[src/sv/bti_pkg.sv]
`timescale 1ns / 1ps
package bti_pkg;

  localparam int unsigned DefaultDepth = 64;
  localparam logic [30:0] DefaultSizeReset = 31'h7FFF_FFFF;
  localparam int unsigned EntryCountW = 7;

  localparam logic [1:0] CmdClear  = 2'd0;
  localparam logic [1:0] CmdInsert = 2'd1;
  localparam logic [1:0] CmdQuery  = 2'd2;

  localparam logic signed [31:0] SizeMax = 32'sh7FFF_FFFF;
  localparam logic signed [31:0] SizeMin = -32'sh8000_0000;

  typedef enum logic [3:0] {
    ST_IDLE,
    ST_INS_RD,
    ST_INS_CMP,
    ST_INS_WR,
    ST_Q_RD,
    ST_Q_CMP,
    ST_Q_RDH,
    ST_Q_RDL,
    ST_Q_LDL,
    ST_Q_CHK,
    ST_MUL,
    ST_DIV_GO,
    ST_DIV,
    ST_FIN
  } bti_state_e;

  // Request to the divider.
  typedef struct packed {
    logic        start;
    logic [63:0] dividend;
    logic [31:0] divisor;
  } bti_div_req_t;

endpackage

[src/sv/bti_div.sv]
`timescale 1ns / 1ps
module bti_div (
  input  logic                  clk_i,
  input  logic                  rst_ni,
  input  bti_pkg::bti_div_req_t req_i,
  output logic                  done_o,
  output logic [63:0]           quot_o
);
  import bti_pkg::*;

  // Restoring division, one quotient bit per cycle.
  logic [32:0] rem_q, rem_d;
  logic [63:0] dvd_q, dvd_d;
  logic [31:0] den_q, den_d;
  logic [6:0]  cnt_q, cnt_d;
  logic        run_q, run_d;
  logic        done_q, done_d;
  logic [32:0] trial;
  logic        fits;

  assign trial = {rem_q[31:0], dvd_q[63]};
  assign fits  = trial >= {1'b0, den_q};

  always_comb begin
    rem_d  = rem_q;
    dvd_d  = dvd_q;
    den_d  = den_q;
    cnt_d  = cnt_q;
    run_d  = run_q;
    done_d = 1'b0;
    if (req_i.start) begin
      rem_d = '0;
      dvd_d = req_i.dividend;
      den_d = req_i.divisor;
      cnt_d = 7'd64;
      run_d = 1'b1;
    end else if (run_q) begin
      rem_d = fits ? trial - {1'b0, den_q} : trial;
      dvd_d = {dvd_q[62:0], fits};
      cnt_d = cnt_q - 7'd1;
      if (cnt_q == 7'd1) begin
        run_d  = 1'b0;
        done_d = 1'b1;
      end
    end
  end

  always_ff @(posedge clk_i or negedge rst_ni) begin
    if (!rst_ni) begin
      run_q  <= 1'b0;
      done_q <= 1'b0;
      cnt_q  <= '0;
    end else begin
      run_q  <= run_d;
      done_q <= done_d;
      cnt_q  <= cnt_d;
    end
  end

  always_ff @(posedge clk_i) begin
    rem_q <= rem_d;
    dvd_q <= dvd_d;
    den_q <= den_d;
  end

  assign done_o = done_q;
  assign quot_o = dvd_q;

endmodule

[config.mk]
export PLATFORM = sky130hd
export DESIGN_NAME = bti_div
export DESIGN_NICKNAME = d
export VERILOG_FILES = /design/src/sv/bti_pkg.sv /design/src/sv/bti_div.sv
export SDC_FILE = /design/constraint.sdc
export NUM_CORES = 1
export LEC_CHECK = 0
export BUFFER_PORTS_ARGS = -buffer_cell sky130_fd_sc_hd__buf_4
export CORE_UTILIZATION = 35
export CTS_CLUSTER_SIZE = 25
export DETAILED_ROUTE_END_ITERATION = 7
export GPL_TIMING_DRIVEN = 0
export PLACE_DENSITY = 0.68
export SYNTH_ARGS = -nofsm -noshare
export SYNTH_HDL_FRONTEND = slang
export SYNTH_SLANG_ARGS = --single-unit
[constraint.sdc]
create_clock -name clk_i -period 4.1 [get_ports clk_i]
set_clock_uncertainty 0.2 [all_clocks]
set_input_delay 0.41 -clock clk_i [delete_from_list [all_inputs] [get_ports clk_i]]
set_output_delay 0.41 -clock clk_i [all_outputs]
set_load 0.03 [all_outputs]
==> impl_metrics.json <==
{
  "postCtsSetupBuffers": 0,
  "worstSetupPathType": "flop to flop",
  "yosys-top-cells-count": "edfxtp_1 (96), nand2_1 (67), mux2_2 (65)",
  "synth_area_leaders": "edfxtp_1 (39%), mux2_2 (9.9%), dfxtp_1 (8.7%)",
  "wl_per_cell_um": 16.1,
  "row_count": 52,
  "io_buffers": 163,
  "root_buffer": "clkbuf_16",
  "cp_max_fo": 10,
  "vias_per_cell": 5.02,
  "numCtsBuffers": 17,
  "p_clk_share_pct": 26.3,
  "yosysTopAreaCell": "edfxtp_1",
  "yosysUniqueCellTypes": 61,
  "ir_drop_v": 0.000314,
  "synth-seq-area-share_pct": 50.8,
  "clk_latency_ps": 420,
  "holdCritPathClass": "input pin to flop",
  "die_area_sq_um": 21700,
  "h-tree-depth": 4,
  "nNetsFinal": 1031,
  "regArea_sq_um": 3750,
  "power_density_nw_per_um2": 625,
  "cp-end-kind": "flop",
  "timing.final.crit_share_pct": 91.4,
  "pin_count": 164,
  "syn_nets": 816,
  "grt_pass1_wl_um": 30300,
  "ant_nets": 0,
  "p_int_uw": 3800,
  "start_kind": "flop",
  "clk_pin_slew_ps": 70,
  "synth_top_area_share_pct": 39.0,
  "finalSetupViolations": 0,
  "initial_core_util_pct": 36.1,
  "cts_sinks": 137,
  "tritoncts": "built",
  "final_area_sq_um": 9900,
  "status": "finished, final reports clean",
  "place_area_sq_um": 8950,
  "fin_cells": 1180,
  "setup_tns_ps": 0,
  "combPwrFrac_pct": 41.1,
  "clockBufferDepth": 2,
  "p_leak_uw": 0.00419,
  "drv_slew": 0,
  "antenna_found_initial": 0,
  "drive_gt1_share_pct": 30.3,
  "antennaDiodeCount": 0,
  "switching_share_pct": 38.6,
  "hold_violations": 0,
  "routabilityCongestion": 0.874,
  "grt_max_degree": 65,
  "core_sq_um": 20400,
  "synth_warnings": 0,
  "drt_first_pass_iters": 4,
  "ys_ff_latch": 137,
  "drt_iter0_drc": 306,
  "dp_hpwl_um": 13700,
  "die_h_um": 147,
  "fin_crit_ps": 3750,
  "async_reset_ff_share_pct": 6.57,
  "p_switching_uw": 2390,
  "ys.flop_type": "edfxtp_1",
  "drc": 0,
  "syn_area_sq_um": 7380,
  "cp.arrival_ps": 3720,
  "fmax_mhz": 267,
  "grt_use_total_pct": 18.0,
  "final_core_utilization_pct": 48.5,
  "nFillCells": 1901,
  "routed_wl_um": 19100,
  "vias": 5928,
  "relSlewSlack_pct": 40.4,
  "grt_overflow": 0,
  "syn_inst": 682,
  "synth-edff-count": 96,
  "areaGrowthSynthToFinish_pct": 34.1,
  "multi_input_area_sq_um": 3320,
  "yosysMostFrequentCell": "edfxtp_1",
  "seqPwrFrac_pct": 32.6,
  "tightestPinTransition_ps": 894,
  "max-cap-violations": 0,
  "fp.dieW_um": 147,
  "rsz0062_at_grt": "false",
  "required_ps": 4070,
  "syn_area_per_cell_sq_um": 10.8,
  "place_inst": 1115,
  "hold_ws_ps": 77.9,
  "grt_pass1_vias": 6004
}
[layout by cell type (no fill, tap or decap), types with 3 or more instances in the layout]
cell	netlist	final
clkbuf_1	25	25
ha_1	34	34
inv_6	0	4
edfxtp_1	96	96
xnor2_1	15	15
inv_1	42	42
or3_1	5	5
a21oi_1	28	28
nor4_1	3	3
nand2b_1	10	10
xor2_1	10	10
buf_4	0	163
nand3_1	9	9
nor2_1	62	62
dfrtp_1	9	9
a211oi_1	10	10
nand2_1	67	67
a31oi_1	10	10
nor3_1	6	6
o211ai_1	5	5
buf_2	6	6
buf_1	5	5
clkbuf_16	0	17
o21bai_1	6	6
inv_8	0	5
o2111ai_1	4	4
o22ai_1	3	3
nor2b_1	9	9
nand4_1	7	7
a21o_1	13	13
dlygate4sd3_1	0	33
mux2_2	65	65
a311oi_1	22	22
o21a_1	4	4
nor3b_1	3	3
o21ai_0	21	21
dfxtp_1	32	32
[area by class of cell]
type                            count  area share [%]
Clock buffer                       17            4.30
Timing Repair Buffer              196            15.7
Sequential cell                   137            37.9
Tap cell                          270            3.41
Clock inverter                     15            2.01
Inverter                           42            1.59
Multi-Input combinational cell    465            33.5
Buffer                             38            1.60
[worst paths after layout]
check / startpoint / end / slack (ps) / depth (start not counted)
worst min-delay path: req_i[67] / quot_o[35] / 80 / 2
worst min register to register: rem_q[24] / rem_q[25] / 300 / 2
min in group asynchronous: rst_ni / cnt_q[3] / 160 / 2
max in group asynchronous: rst_ni / run_q / 3400 / 2
worst max register to register: den_q[1] / quot_o[0] / 350 / 11
worst max-delay path: den_q[1] / quot_o[0] / 350 / 11
[flip-flops by register name, indices dropped and copies added (netlist names)]
register / count
quot_o: 64
rem_q: 32
cnt_q: 7
run_q: 1
den_q: 32
done_o: 1
[per-layer routing]
| layer | up-vias | wire length [um] | GRT usage, % |
|---|---|---|---|
| met3 | 13 | 1340 | 5.16 |
| li1 | 2931 | - | - |
| met1 | 2817 | 8410 | 22.7 |
| met4 | 0 | 187 | 4.85 |
| met5 | - | 0 | 0 |
| met2 | 167 | 9110 | 29.9 |
[power by group through the flow]
| stage | logic, uW | registers (uW) | clock network, uW |
|---|---|---|---|
| final | 2540 | 2020 | 1630 |
| after global routing | 2820 | 2050 | 1710 |
| after CTS | 2540 | 2020 | 1660 |
| after detailed placement | 2500 | 2040 | 0 |
| after global placement | 2480 | 2040 | 0 |
| after floorplan | 1660 | 2180 | 0 |
[stage by stage]
| step | power [uW] | setup WS (ps) |
|---|---|---|
| 2_1_floorplan | 3840 | 852 |
| 3_3_place_gp | 4510 | -109 |
| 3_5_place_dp | 4530 | 349 |
| 4_1_cts | 6220 | 391 |
| 5_1_grt | 6580 | 161 |
| 6_report | 6190 | 353 |
[logic make-up (layout without fill, tap and decap cells)]
logic type | Yosys count | after routing | synth area share [%]
simple gates | 194 | 194 | 12.1
compound gates | 144 | 144 | 13.6
flops | 137 | 137 | 50.8
buf+inv | 80 | 308 | 4.29
mux | 67 | 67 | 10.2
fa+ha+maj | 35 | 35 | 6.03
xor+xnor | 25 | 25 | 2.97
[worst max-delay path, stage by stage (launching register included)]
cell and delay, ps:
edfxtp_1 440, inv_1 80, ha_1 230, nor2b_1 150, o2111a_1 270, nor4b_1 400
o21ai_2 190, o21ai_1 340, nand2_1 160, buf_2 240, buf_1 390, mux2_2 400
[timing repair]
item	CTS	global route
resized for setup	0	0
hold buffers	33	0
endpoints found under the hold margin	41	0
No activity file was read; power rests on OpenSTA's default activity.
